===== config.mk =====
export PLATFORM = sky130hd
export DESIGN_NAME = io_window_map_table_top
export DESIGN_NICKNAME = d
export VERILOG_FILES = /design/src/iwmt_pkg.sv /design/src/iwmt_ctrl.sv /design/src/iwmt_dp.sv /design/src/io_window_map_table_top.sv
export SDC_FILE = /design/constraint.sdc
export NUM_CORES = 2
export LEC_CHECK = 0
export ABC_AREA = 0
export BUFFER_PORTS_ARGS = -buffer_cell sky130_fd_sc_hd__buf_4
export CELL_PAD_IN_SITES_DETAIL_PLACEMENT = 1
export CELL_PAD_IN_SITES_GLOBAL_PLACEMENT = 2
export CORE_MARGIN = 1.5
export CORE_UTILIZATION = 53
export DETAILED_ROUTE_END_ITERATION = 16
export GPL_TIMING_DRIVEN = 0
export PLACE_DENSITY = 0.88
export SYNTH_ARGS = -nofsm -noshare
export SYNTH_HDL_FRONTEND = slang
export SYNTH_SLANG_ARGS = --single-unit

===== constraint.sdc =====
create_clock -name i_clk -period 26.8 [get_ports i_clk]
set_input_delay 5.36 -clock i_clk [delete_from_list [all_inputs] [get_ports i_clk]]
set_output_delay 5.36 -clock i_clk [all_outputs]
set_load 0.05 [all_outputs]

===== src/iwmt_pkg.sv =====
// shared types and constants for the io window map table
`timescale 1ns / 1ps
`default_nettype none

package iwmt_pkg;

    localparam int MAX_WIN_DEF = 16;

    localparam logic [1:0] OP_MAP     = 2'd0;
    localparam logic [1:0] OP_UNMAP   = 2'd1;
    localparam logic [1:0] OP_RESOLVE = 2'd2;

    typedef enum logic [2:0] {
        ACT_NONE,
        ACT_REMAP,
        ACT_FRESH,
        ACT_UNMAP,
        ACT_HIT
    } t_act;

    typedef struct packed {
        logic load;
        logic scan;
        logic update;
    } t_dp_cmd;

    typedef struct packed {
        logic scan_end;
    } t_dp_stat;

endpackage

`default_nettype wire


===== src/iwmt_ctrl.sv =====
// controller for the window table: accept, slot scan, table update, result hold
`timescale 1ns / 1ps
`default_nettype none

module iwmt_ctrl (
    input  wire logic               i_clk,
    input  wire logic               i_rst_n,
    input  wire logic               i_valid,
    output logic                    o_stall,
    output logic                    o_valid,
    input  wire logic               i_stall,
    output iwmt_pkg::t_dp_cmd       o_cmd,
    input  wire iwmt_pkg::t_dp_stat i_stat
);
    import iwmt_pkg::*;

    typedef enum logic [2:0] {
        S_IDLE = 3'b001,
        S_SCAN = 3'b010,
        S_UPD  = 3'b100
    } t_state;

    t_state r_state, n_state;
    logic   r_out_vld, n_out_vld;
    logic   accept;
    logic   upd_go;

    assign accept  = (r_state == S_IDLE) && i_valid;
    // the update waits until the result word ahead of it has left
    assign upd_go  = (r_state == S_UPD) && (!r_out_vld || !i_stall);
    assign o_stall = (r_state != S_IDLE);
    assign o_valid = r_out_vld;

    assign o_cmd.load   = accept;
    assign o_cmd.scan   = (r_state == S_SCAN);
    assign o_cmd.update = upd_go;

    always_comb begin
        n_state = r_state;
        unique case (r_state)
            S_IDLE: begin
                if (accept) n_state = S_SCAN;
            end
            S_SCAN: begin
                if (i_stat.scan_end) n_state = S_UPD;
            end
            S_UPD: begin
                if (upd_go) n_state = S_IDLE;
            end
            default: n_state = S_IDLE;
        endcase
    end

    always_comb begin
        n_out_vld = r_out_vld;
        if (upd_go) begin
            n_out_vld = 1'b1;
        end else if (r_out_vld && !i_stall) begin
            n_out_vld = 1'b0;
        end
    end

    always_ff @(posedge i_clk) begin
        if (!i_rst_n) begin
            r_state   <= S_IDLE;
            r_out_vld <= 1'b0;
        end else begin
            r_state   <= n_state;
            r_out_vld <= n_out_vld;
        end
    end

endmodule

`default_nettype wire


===== src/iwmt_dp.sv =====
// datapath for the window table: slot memories, slot compare, counters, result word
`timescale 1ns / 1ps
`default_nettype none

module iwmt_dp #(
    parameter int MAX_WINDOWS = iwmt_pkg::MAX_WIN_DEF
) (
    input  wire logic              i_clk,
    input  wire logic              i_rst_n,
    input  wire iwmt_pkg::t_dp_cmd i_cmd,
    output iwmt_pkg::t_dp_stat     o_stat,
    input  wire logic [1:0]        i_operation,
    input  wire logic [31:0]       i_io_address,
    input  wire logic [31:0]       i_ea_address,
    input  wire logic [31:0]       i_length,
    output logic                   o_ok,
    output logic [31:0]            o_translated_address,
    output logic [31:0]            o_window_generation,
    output logic [31:0]            o_table_epoch,
    output logic [4:0]             o_live_windows
);
    import iwmt_pkg::*;

    localparam int IW = (MAX_WINDOWS > 1) ? $clog2(MAX_WINDOWS) : 1;
    localparam logic [IW-1:0] LAST = IW'(MAX_WINDOWS - 1);

    // request word
    logic [1:0]  r_op;
    logic [31:0] r_io;
    logic [31:0] r_ea;
    logic [31:0] r_len;
    logic [32:0] r_rend;

    // slot memories
    logic [31:0] m_start  [MAX_WINDOWS];
    logic [31:0] m_target [MAX_WINDOWS];
    logic [31:0] m_length [MAX_WINDOWS];
    logic [31:0] m_gen    [MAX_WINDOWS];
    logic [31:0] r_start_q;
    logic [31:0] r_tgt_q;
    logic [31:0] r_len_q;
    logic [31:0] r_gen_q;

    logic [MAX_WINDOWS-1:0] r_live;
    logic [MAX_WINDOWS-1:0] r_gen_wr;

    // scan pointers
    logic [IW-1:0] r_rd_idx;
    logic [IW-1:0] r_cmp_idx;
    logic          r_cmp_vld;

    logic          r_free_found;
    logic [IW-1:0] r_free_idx;
    logic [31:0]   r_free_gen;

    // outcome of the scan
    t_act          r_act;
    logic [IW-1:0] r_act_idx;
    logic [31:0]   r_act_gen;
    logic [31:0]   r_hit_off;
    logic [31:0]   r_hit_tgt;
    logic          r_changed;

    logic [31:0] r_epoch;
    logic [4:0]  r_live_cnt;
    logic        r_ok;
    logic [31:0] r_xa;
    logic [31:0] r_gen_out;

    logic        slot_live;
    logic [31:0] slot_gen;
    logic [32:0] slot_end;
    logic        eq_start;
    logic        meet;
    logic        fit;
    logic [31:0] off;
    logic        skip;
    logic        hit_now;
    t_act        hit_act;
    logic        take_free;
    logic        scan_end;
    t_act        end_act;
    logic        we_data;
    logic        we_gen;
    logic [31:0] gen_next;

    assign slot_live = r_live[r_cmp_idx];
    assign slot_gen  = r_gen_wr[r_cmp_idx] ? r_gen_q : 32'd0;
    assign slot_end  = {1'b0, r_start_q} + {1'b0, r_len_q};
    assign eq_start  = (r_start_q == r_io);
    // overlap with sums taken modulo 2^32
    assign meet      = (r_io < slot_end[31:0]) && (r_start_q < r_rend[31:0]);
    // access range lies wholly inside the window
    assign fit       = (r_io >= r_start_q) && (r_rend <= slot_end);
    assign off       = r_io - r_start_q;
    assign skip      = ((r_op == OP_MAP) && (r_len == 32'd0))
                    || ((r_op != OP_MAP) && (r_op != OP_UNMAP) && (r_op != OP_RESOLVE));
    assign take_free = r_cmp_vld && !slot_live && !r_free_found && (r_op == OP_MAP);

    always_comb begin
        hit_now = 1'b0;
        hit_act = ACT_NONE;
        if (r_cmp_vld && slot_live) begin
            unique case (r_op)
                OP_MAP: begin
                    if (eq_start) begin
                        hit_now = 1'b1;
                        hit_act = ACT_REMAP;
                    end else if (meet) begin
                        hit_now = 1'b1;
                        hit_act = ACT_NONE;
                    end
                end
                OP_UNMAP: begin
                    if (eq_start) begin
                        hit_now = 1'b1;
                        hit_act = ACT_UNMAP;
                    end
                end
                OP_RESOLVE: begin
                    if (fit) begin
                        hit_now = 1'b1;
                        hit_act = ACT_HIT;
                    end
                end
                default: begin
                    hit_now = 1'b0;
                    hit_act = ACT_NONE;
                end
            endcase
        end
    end

    assign scan_end = i_cmd.scan && (skip || (r_cmp_vld && (hit_now || (r_cmp_idx == LAST))));
    assign o_stat.scan_end = scan_end;

    always_comb begin
        priority if (skip) begin
            end_act = ACT_NONE;
        end else if (hit_now) begin
            end_act = hit_act;
        end else if ((r_op == OP_MAP) && (r_free_found || take_free)) begin
            end_act = ACT_FRESH;
        end else begin
            end_act = ACT_NONE;
        end
    end

    always_ff @(posedge i_clk) begin
        if (i_cmd.load) begin
            r_op   <= i_operation;
            r_io   <= i_io_address;
            r_ea   <= i_ea_address;
            r_len  <= i_length;
            r_rend <= {1'b0, i_io_address} + {1'b0, i_length};
        end
    end

    always_ff @(posedge i_clk) begin
        if (!i_rst_n) begin
            r_rd_idx     <= '0;
            r_cmp_idx    <= '0;
            r_cmp_vld    <= 1'b0;
            r_free_found <= 1'b0;
        end else if (i_cmd.load) begin
            r_rd_idx     <= '0;
            r_cmp_vld    <= 1'b0;
            r_free_found <= 1'b0;
        end else if (i_cmd.scan) begin
            r_cmp_vld <= 1'b1;
            r_cmp_idx <= r_rd_idx;
            if (r_rd_idx != LAST) r_rd_idx <= r_rd_idx + IW'(1);
            if (take_free) r_free_found <= 1'b1;
        end
    end

    always_ff @(posedge i_clk) begin
        if (i_cmd.scan && take_free) begin
            r_free_idx <= r_cmp_idx;
            r_free_gen <= slot_gen;
        end
        if (scan_end) begin
            r_act_idx <= (hit_now || take_free) ? r_cmp_idx : r_free_idx;
            r_act_gen <= (hit_now || take_free) ? slot_gen : r_free_gen;
            r_hit_off <= off;
            r_hit_tgt <= r_tgt_q;
            r_changed <= (r_len_q != r_len) || (r_tgt_q != r_ea);
        end
    end

    always_ff @(posedge i_clk) begin
        if (!i_rst_n) begin
            r_act <= ACT_NONE;
        end else if (scan_end) begin
            r_act <= end_act;
        end
    end

    // table update
    assign we_data  = i_cmd.update
                   && ((r_act == ACT_FRESH) || ((r_act == ACT_REMAP) && r_changed));
    assign we_gen   = we_data || (i_cmd.update && (r_act == ACT_UNMAP));
    assign gen_next = r_act_gen + 32'd1;

    always_ff @(posedge i_clk) begin
        r_start_q <= m_start[r_rd_idx];
        r_tgt_q   <= m_target[r_rd_idx];
        r_len_q   <= m_length[r_rd_idx];
        r_gen_q   <= m_gen[r_rd_idx];
        if (we_data) begin
            m_start[r_act_idx]  <= r_io;
            m_target[r_act_idx] <= r_ea;
            m_length[r_act_idx] <= r_len;
        end
        if (we_gen) begin
            m_gen[r_act_idx] <= gen_next;
        end
    end

    always_ff @(posedge i_clk) begin
        if (!i_rst_n) begin
            r_live     <= '0;
            r_gen_wr   <= '0;
            r_epoch    <= '0;
            r_live_cnt <= '0;
        end else begin
            if (we_gen) begin
                r_gen_wr[r_act_idx] <= 1'b1;
                r_epoch             <= r_epoch + 32'd1;
            end
            if (i_cmd.update && (r_act == ACT_FRESH)) begin
                r_live[r_act_idx] <= 1'b1;
                r_live_cnt        <= r_live_cnt + 5'd1;
            end else if (i_cmd.update && (r_act == ACT_UNMAP)) begin
                r_live[r_act_idx] <= 1'b0;
                r_live_cnt        <= r_live_cnt - 5'd1;
            end
        end
    end

    always_ff @(posedge i_clk) begin
        if (i_cmd.update) begin
            r_ok      <= (r_act != ACT_NONE);
            r_xa      <= (r_act == ACT_HIT) ? (r_hit_tgt + r_hit_off) : 32'd0;
            r_gen_out <= (r_act == ACT_HIT) ? r_act_gen : 32'd0;
        end
    end

    assign o_ok                 = r_ok;
    assign o_translated_address = r_xa;
    assign o_window_generation  = r_gen_out;
    assign o_table_epoch        = r_epoch;
    assign o_live_windows       = r_live_cnt;

endmodule

`default_nettype wire


===== src/io_window_map_table_top.sv =====
// Address window table: MAX_WINDOWS slots that map I/O address windows to effective
// addresses, with map, unmap and resolve requests and one result word per request.
// Each request walks the slots in order through a single read port of the slot
// memory, one slot compared per cycle, and stops at the first slot that decides it.
// A zero-length map or an unknown operation is decided without comparing any slot,
// and the next request is held off until the current one has updated the table. A
// new request is taken while the previous result word still waits at the output.
// All slots, the epoch and the live count are empty right after reset; no clearing
// pass is needed.
`timescale 1ns / 1ps
`default_nettype none

module io_window_map_table_top #(
    parameter int MAX_WINDOWS = iwmt_pkg::MAX_WIN_DEF
) (
    input  wire logic        i_clk,
    input  wire logic        i_rst_n,
    input  wire logic        i_valid,
    output logic             o_stall,
    input  wire logic [1:0]  i_operation,
    input  wire logic [31:0] i_io_address,
    input  wire logic [31:0] i_ea_address,
    input  wire logic [31:0] i_length,
    output logic             o_valid,
    input  wire logic        i_stall,
    output logic             o_ok,
    output logic [31:0]      o_translated_address,
    output logic [31:0]      o_window_generation,
    output logic [31:0]      o_table_epoch,
    output logic [4:0]       o_live_windows
);
    import iwmt_pkg::*;

    t_dp_cmd  cmd;
    t_dp_stat stat;

    iwmt_ctrl u_ctrl (
        .i_clk   (i_clk),
        .i_rst_n (i_rst_n),
        .i_valid (i_valid),
        .o_stall (o_stall),
        .o_valid (o_valid),
        .i_stall (i_stall),
        .o_cmd   (cmd),
        .i_stat  (stat)
    );

    iwmt_dp #(
        .MAX_WINDOWS (MAX_WINDOWS)
    ) u_dp (
        .i_clk                (i_clk),
        .i_rst_n              (i_rst_n),
        .i_cmd                (cmd),
        .o_stat               (stat),
        .i_operation          (i_operation),
        .i_io_address         (i_io_address),
        .i_ea_address         (i_ea_address),
        .i_length             (i_length),
        .o_ok                 (o_ok),
        .o_translated_address (o_translated_address),
        .o_window_generation  (o_window_generation),
        .o_table_epoch        (o_table_epoch),
        .o_live_windows       (o_live_windows)
    );

endmodule

`default_nettype wire


* Word-level counts from Yosys, hierarchy flattened *
Memories as Yosys holds them, arrays and structs flattened. A register that Yosys moved wholly into a read port is not among the register bits.
Index checks and enable logic that the tools add are counted.

word-level totals
  flip-flop bits (word level) = 419
  bits in writable memories = 2,048
  logic and storage cells = 154
  memories = 4

memories
  name           depth  bits a word  read ports  clocked after Yosys merged registers in  wr ports  line           RTL
  u_dp.m_gen     16     32           1           1                                        1         iwmt_dp.sv:38  logic [31:0] m_gen [MAX_WINDOWS];
  u_dp.m_length  16     32           1           1                                        1         iwmt_dp.sv:37  logic [31:0] m_length [MAX_WINDOWS];
  u_dp.m_start   16     32           1           1                                        1         iwmt_dp.sv:35  logic [31:0] m_start [MAX_WINDOWS];
  u_dp.m_target  16     32           1           1                                        1         iwmt_dp.sv:36  logic [31:0] m_target [MAX_WINDOWS];

cells by class
  $add $sub $neg = 9
  order comparisons = 7
  equal/unequal tests = 20
  multiplexer cells = 37
  bitwise logic cells = 6
  reductions and logical operators = 45

operators by type and width
  kind                     number
  $add A32 B32 Y33         2
  $add A32 B1 Y32 const B  2
  $lt A32 B32 Y1           2
  $mux W32                 2
  $ne A32 B32 Y1           2
  $le A33 B33 Y1           1
  $add A32 B32 Y32         1
  $eq A32 B32 Y1           1
  $ge A32 B32 Y1           1
  $logic_not A32 Y1        1
  $mux W16                 2
  $or A16 B16 Y16          2
  $sub A32 B32 Y32         1
  $logic_and A1 B1 Y1      21
  $mux W3                  7
  $pmux W3 S3              2
  $and A16 B16 Y16         1
  $not A16 Y16             1
  $mux W1                  15
  $lt A4 B5 Y1 const B     2
  $mux W5                  2
  $eq A3 B2 Y1 const B     3
  $logic_or A1 B1 Y1       9
  $bmux W1 S4              2
  other kinds (25)         39

* Logic depth before layout (Yosys ltp) *
  depth in word-level cells = 13
  depth in mapped cells = 25
  mapped depth without buffers = 24

* Modules after synthesis *
A second synthesis with hierarchy kept.

second synthesis, totals
  cells, all modules = 5,234
  area total of the unflattened synthesis = 103,769.5 sq um

modules (own cells, without submodules)
  module     instances  cells each  area an instance (sq um)
  iwmt_dp    1          5,208       103,538.1
  iwmt_ctrl  1          26          231.5

* Worst setup path after synthesis *
No wires, ideal clock.

  path kind = input -> register
  start point = input port i_stall
  end point = memory u_dp.m_length[11][0], enable pin
  arrival = 11.984 ns
  required time = 26.248 ns
  setup slack = 14.264 ns
  stages on the path = 5
  path buffers = 1
  path through = a21oi_2 -> and2b_2 -> nand2_1 -> clkbuf_1 -> nor2_1

between the ends
  word-level cells in the longest chain between the ends = 6

ends and longest elaborated chain
  what                           line                           RTL
  start: declaration             io_window_map_table_top.sv:25  input wire logic i_stall,
  $logic_not A1 Y1               iwmt_ctrl.sv:30                assign upd_go = (r_state == S_UPD) && (!r_out_vld || !i_stall);
  $logic_or A1 B1 Y1             iwmt_ctrl.sv:30
  $logic_and A1 B1 Y1            iwmt_ctrl.sv:30
  $logic_and A1 B1 Y1            iwmt_dp.sv:201                 && ((r_act == ACT_FRESH) || ((r_act == ACT_REMAP) && r_changed));
  $mux W1                        iwmt_dp.sv:210                 if (we_data) begin
  $mux W1 (implied by the code)  iwmt_dp.sv:213                 m_length[r_act_idx] <= r_len;
  end: declaration               iwmt_dp.sv:37

Every way passes these cells.

* Worst setup path after layout *
  start point = input port i_stall
  end point = memory u_dp.m_length[2][9], enable pin

Same word-level chain as after synthesis.

==> run_summary.xml <==
<?xml version="1.0" encoding="UTF-8"?>
<metrics>
  <group name="outcome">
    <metric name="run_status" unit="">finished clean</metric>
  </group>
  <group name="logic_synthesis">
    <metric name="dominant_combinational_cell_family_by_area_after_synthesis" unit="">multiplexers</metric>
    <metric name="yosysUniqueCellTypes" unit="">95</metric>
    <metric name="post_synth_fa_ha_maj_area_fraction" unit="">0.0282</metric>
    <metric name="yosysWarnings" unit="">0</metric>
    <metric name="postSynthCellCount" unit="">5284</metric>
    <metric name="postSynthNetCount" unit="">5617</metric>
    <metric name="muxShareOfSynthArea" unit="">0.144</metric>
    <metric name="synth_xor_area_frac" unit="">0.0192</metric>
    <metric name="synth_flop_cell" unit="">sky130_fd_sc_hd__edfxtp_1</metric>
    <metric name="synth.yosys.seq_area_share" unit="">0.728</metric>
    <metric name="synthesized_area_fraction_occupied_by_ao_oa_aoi_and_oai_cells" unit="">0.0333</metric>
    <metric name="syn_area_per_cell" unit="um2">19.7</metric>
    <metric name="post_synth_and_or_nand_nor_area_fraction" unit="">0.0358</metric>
    <metric name="synth_edf_count" unit="">2381</metric>
    <metric name="postSynth.asyncResetShare" unit="">0</metric>
    <metric name="mappedNetlistArea" unit="um2">104000</metric>
    <metric name="ys_ff_latch" unit="">2595</metric>
  </group>
  <group name="clock_network">
    <metric name="cts_num_sinks" unit="">2595</metric>
    <metric name="cts_post_setup_buffers_inserted" unit="">0</metric>
    <metric name="clk_latency" unit="ps">990</metric>
    <metric name="cts_hold_repair.buffers" unit="">0</metric>
    <metric name="cts_made_buffers" unit="">282</metric>
    <metric name="worst_setup_hold_path_clk_slew" unit="ps">70</metric>
    <metric name="clk_path_buf_depth" unit="">4</metric>
    <metric name="cts_tree" unit="">done</metric>
    <metric name="htree_levels" unit="">5</metric>
    <metric name="cts_repair_resize_count" unit="">0</metric>
    <metric name="cts-root-buf" unit="">sky130_fd_sc_hd__clkbuf_16</metric>
  </group>
  <group name="finish">
    <metric name="multi_input_comb_area" unit="um2">27400</metric>
    <metric name="final_cell_mix" unit="">2381 x sky130_fd_sc_hd__edfxtp_1, 630 x sky130_fd_sc_hd__mux4_2, 287 x sky130_fd_sc_hd__clkbuf_16</metric>
    <metric name="layout.cells.most_common" unit="">sky130_fd_sc_hd__edfxtp_1</metric>
    <metric name="layout-drive-gt1-share" unit="">0.241</metric>
    <metric name="areaGrowthSynthToFinish" unit="%">15.8</metric>
    <metric name="nFillCells" unit="">16400</metric>
    <metric name="finish.net_count" unit="">6227</metric>
    <metric name="regArea" unit="um2">75800</metric>
    <metric name="layoutNonFillerInstCount" unit="">8738</metric>
  </group>
  <group name="global_routing">
    <metric name="grt_pass1_wl" unit="um">456000</metric>
    <metric name="gr-total-overflow" unit="">0</metric>
    <metric name="antenna_found_initial" unit="">19</metric>
    <metric name="global_route_usage_over_all_layers" unit="">0.329</metric>
    <metric name="via_count_of_the_first_global_routing_pass" unit="">60700</metric>
    <metric name="grt_start_max_net_pins" unit="">32</metric>
  </group>
  <group name="pwr">
    <metric name="vdd_ir_drop_max" unit="mV">0.0754</metric>
    <metric name="cellLeakagePower" unit="nW">38.9</metric>
    <metric name="power.density" unit="nW/um2">70.4</metric>
  </group>
  <group name="critical_path">
    <metric name="worst-r2r-setup-slack" unit="ps">18940</metric>
    <metric name="worst-endpoint-required" unit="ps">27420</metric>
    <metric name="start_kind" unit="">input port</metric>
    <metric name="worst_setup_path_end_kind" unit="">flop</metric>
    <metric name="reg2reg_from" unit="">u_dp.r_len_q[0]</metric>
    <metric name="regToRegEndpoint" unit="">u_dp.r_hit_tgt[21]</metric>
    <metric name="timing.critical_path.fanout_max" unit="">18</metric>
    <metric name="timing.setup.critical_path_class" unit="">in -&gt; reg</metric>
    <metric name="critical_path_arrival" unit="ps">9360</metric>
    <metric name="worstRegToRegCells" unit="">24</metric>
  </group>
  <group name="timing">
    <metric name="total_count_of_hold_check_failures_in_the_final_report" unit="">0</metric>
    <metric name="max_slew.worst_pin.slew" unit="ps">1460</metric>
    <metric name="rsz0062_at_grt" unit="">false</metric>
    <metric name="post-route-period-util" unit="">0.326</metric>
    <metric name="clock-skew-final" unit="ps">89.2</metric>
    <metric name="period_needed" unit="ps">8730</metric>
    <metric name="slew_headroom" unit="">0.0243</metric>
    <metric name="finalSetupViolCount" unit="">0</metric>
    <metric name="fmax" unit="MHz">114</metric>
    <metric name="totalNegativeSetupSlack" unit="ps">0</metric>
    <metric name="slew_violations" unit="">0</metric>
  </group>
  <group name="routing">
    <metric name="avgViaCountPerCell" unit="">6.67</metric>
    <metric name="dr.pass1.iters" unit="">5</metric>
    <metric name="route.vias.total" unit="">58300</metric>
    <metric name="drc" unit="">0</metric>
    <metric name="detail-route-antenna-nets" unit="">0</metric>
    <metric name="drt_iter0_markers" unit="">8301</metric>
    <metric name="wl_per_cell" unit="um">37.1</metric>
    <metric name="wl" unit="um">324000</metric>
  </group>
  <group name="flow_run">
    <metric name="timing.max_cap.violations" unit="">0</metric>
  </group>
  <group name="floorplanning">
    <metric name="top_level_ports" unit="">206</metric>
    <metric name="placeable_core_region" unit="um2">195000</metric>
    <metric name="floorplan.rows" unit="">162</metric>
    <metric name="die-area" unit="um2">199000</metric>
    <metric name="fp.dieW" unit="um">446</metric>
    <metric name="starting_density_of_the_core" unit="">0.534</metric>
    <metric name="dieHeight" unit="um">446</metric>
  </group>
  <group name="placement">
    <metric name="placedCellCount" unit="">8233</metric>
    <metric name="detailedPlacementHpwl" unit="um">213000</metric>
    <metric name="placement.io_buffers" unit="">204</metric>
    <metric name="place.gp.congestion" unit="">0.905</metric>
  </group>
  <group name="min_path">
    <metric name="whs_endpoint" unit="">u_dp.r_hit_tgt[21]</metric>
    <metric name="cell_depth_of_the_worst_hold_path" unit="">0</metric>
    <metric name="worstHoldPathType" unit="">reg -&gt; reg</metric>
    <metric name="hp-start" unit="">u_dp.r_tgt_q[21]</metric>
  </group>
</metrics>
-- synth_stat cells (30+ instances only) --
| master | instances | area [um2] |
|---|---|---|
| sky130_fd_sc_hd__dfxtp_1 | 214 | 4280 |
| sky130_fd_sc_hd__buf_1 | 42 | 158 |
| sky130_fd_sc_hd__o21a_1 | 38 | 285 |
| sky130_fd_sc_hd__mux4_2 | 630 | 14200 |
| sky130_fd_sc_hd__nand2_1 | 130 | 488 |
| sky130_fd_sc_hd__mux2_4 | 30 | 450 |
| sky130_fd_sc_hd__xor2_1 | 47 | 412 |
| sky130_fd_sc_hd__clkbuf_1 | 140 | 526 |
| sky130_fd_sc_hd__nand3_1 | 63 | 315 |
| sky130_fd_sc_hd__and2_1 | 73 | 457 |
| sky130_fd_sc_hd__and3_1 | 59 | 369 |
| sky130_fd_sc_hd__nor2_1 | 145 | 544 |
| sky130_fd_sc_hd__or3_1 | 38 | 238 |
| sky130_fd_sc_hd__inv_1 | 122 | 458 |
| sky130_fd_sc_hd__edfxtp_1 | 2381 | 71500 |
| sky130_fd_sc_hd__a21o_1 | 65 | 488 |
| sky130_fd_sc_hd__a21oi_1 | 149 | 746 |
| sky130_fd_sc_hd__nand4_1 | 49 | 307 |
| sky130_fd_sc_hd__xnor2_1 | 181 | 1590 |
| sky130_fd_sc_hd__nor2b_1 | 41 | 257 |
| sky130_fd_sc_hd__ha_1 | 226 | 2830 |
| sky130_fd_sc_hd__o21ai_0 | 85 | 425 |
-- layout make-up --
type	count	share of cell area
flip-flops and latches	2595	0.628
multi-input cells	2373	0.228
clock buffers	380	0.0636
repair buffers	326	0.0342
well taps	2624	0.0272
clock inverters	109	0.00802
plain buffers	194	0.00671
inverters	122	0.00380
diodes	15	0.000311
-- critical path: stages --
cell and delay (ps):
sky130_fd_sc_hd__buf_4 130, sky130_fd_sc_hd__a21oi_4 660, sky130_fd_sc_hd__and2b_2 330, sky130_fd_sc_hd__nand2_1 430, sky130_fd_sc_hd__clkbuf_1 660, sky130_fd_sc_hd__nor2_4 800
sky130_fd_sc_hd__buf_12 280, sky130_fd_sc_hd__buf_16 200, sky130_fd_sc_hd__buf_12 210, sky130_fd_sc_hd__buf_16 210
-- per-stage QoR --
step                worst slack [ps]  utilization  power [mW]  hold slack (ps)  area [um2]
floorplan                      14260            -        4.69              403      104000
global placement                6490        0.559        4.80              409      109000
detailed placement             17230        0.574        4.82              439      112000
CTS                            18140        0.618        8.51              454      120000
global route                   17970        0.618        8.65              463      121000
finish                         18070        0.618        8.49              461      121000
-- worst max path at each step --
stage                 start              endpoint
CTS                 i_stall   u_dp.m_length[2][9]
floorplan           i_stall  u_dp.m_length[11][0]
finish              i_stall   u_dp.m_length[2][9]
global placement    i_stall  u_dp.m_start[10][24]
global route        i_stall   u_dp.m_length[2][9]
detailed placement  i_stall    u_dp.m_start[2][6]
-- where the power goes --
group	switching [mW]	internal, mW	leakage [nW]
clock network	1.59	2.16	4.22
logic	0.139	0.0933	11.6
registers	0.0711	4.44	23.1
total	1.80	6.69	38.9
-- state kept, by name, indices dropped and copies added, names as in the netlist, 33 cells and up, named ones only --
signal,count
u_dp.m_start,512
u_dp.r_rend,33
u_dp.m_target,512
u_dp.m_length,512
u_dp.m_gen,512
-- kinds of logic (layout without fill, tap and decap cells) --
group / count (synthesis) / after routing
buf+inv: 316 / 1131
compound gates: 521 / 521
fa+ha+maj: 232 / 232
mux: 689 / 689
simple gates: 703 / 703
xor+xnor: 228 / 228
flops: 2595 / 2595
other cells: 0 / 15
-- metal layers --
metal / vias up / share of wire / track usage
met4: 4 / 0.058 / 0.173
li1: 22800 / - / -
met2: 4033 / 0.48 / 0.528
met1: 30600 / 0.36 / 0.432
met3: 907 / 0.095 / 0.0606
met5: - / 0.000068 / 0
(Power assumes the default switching activity.)
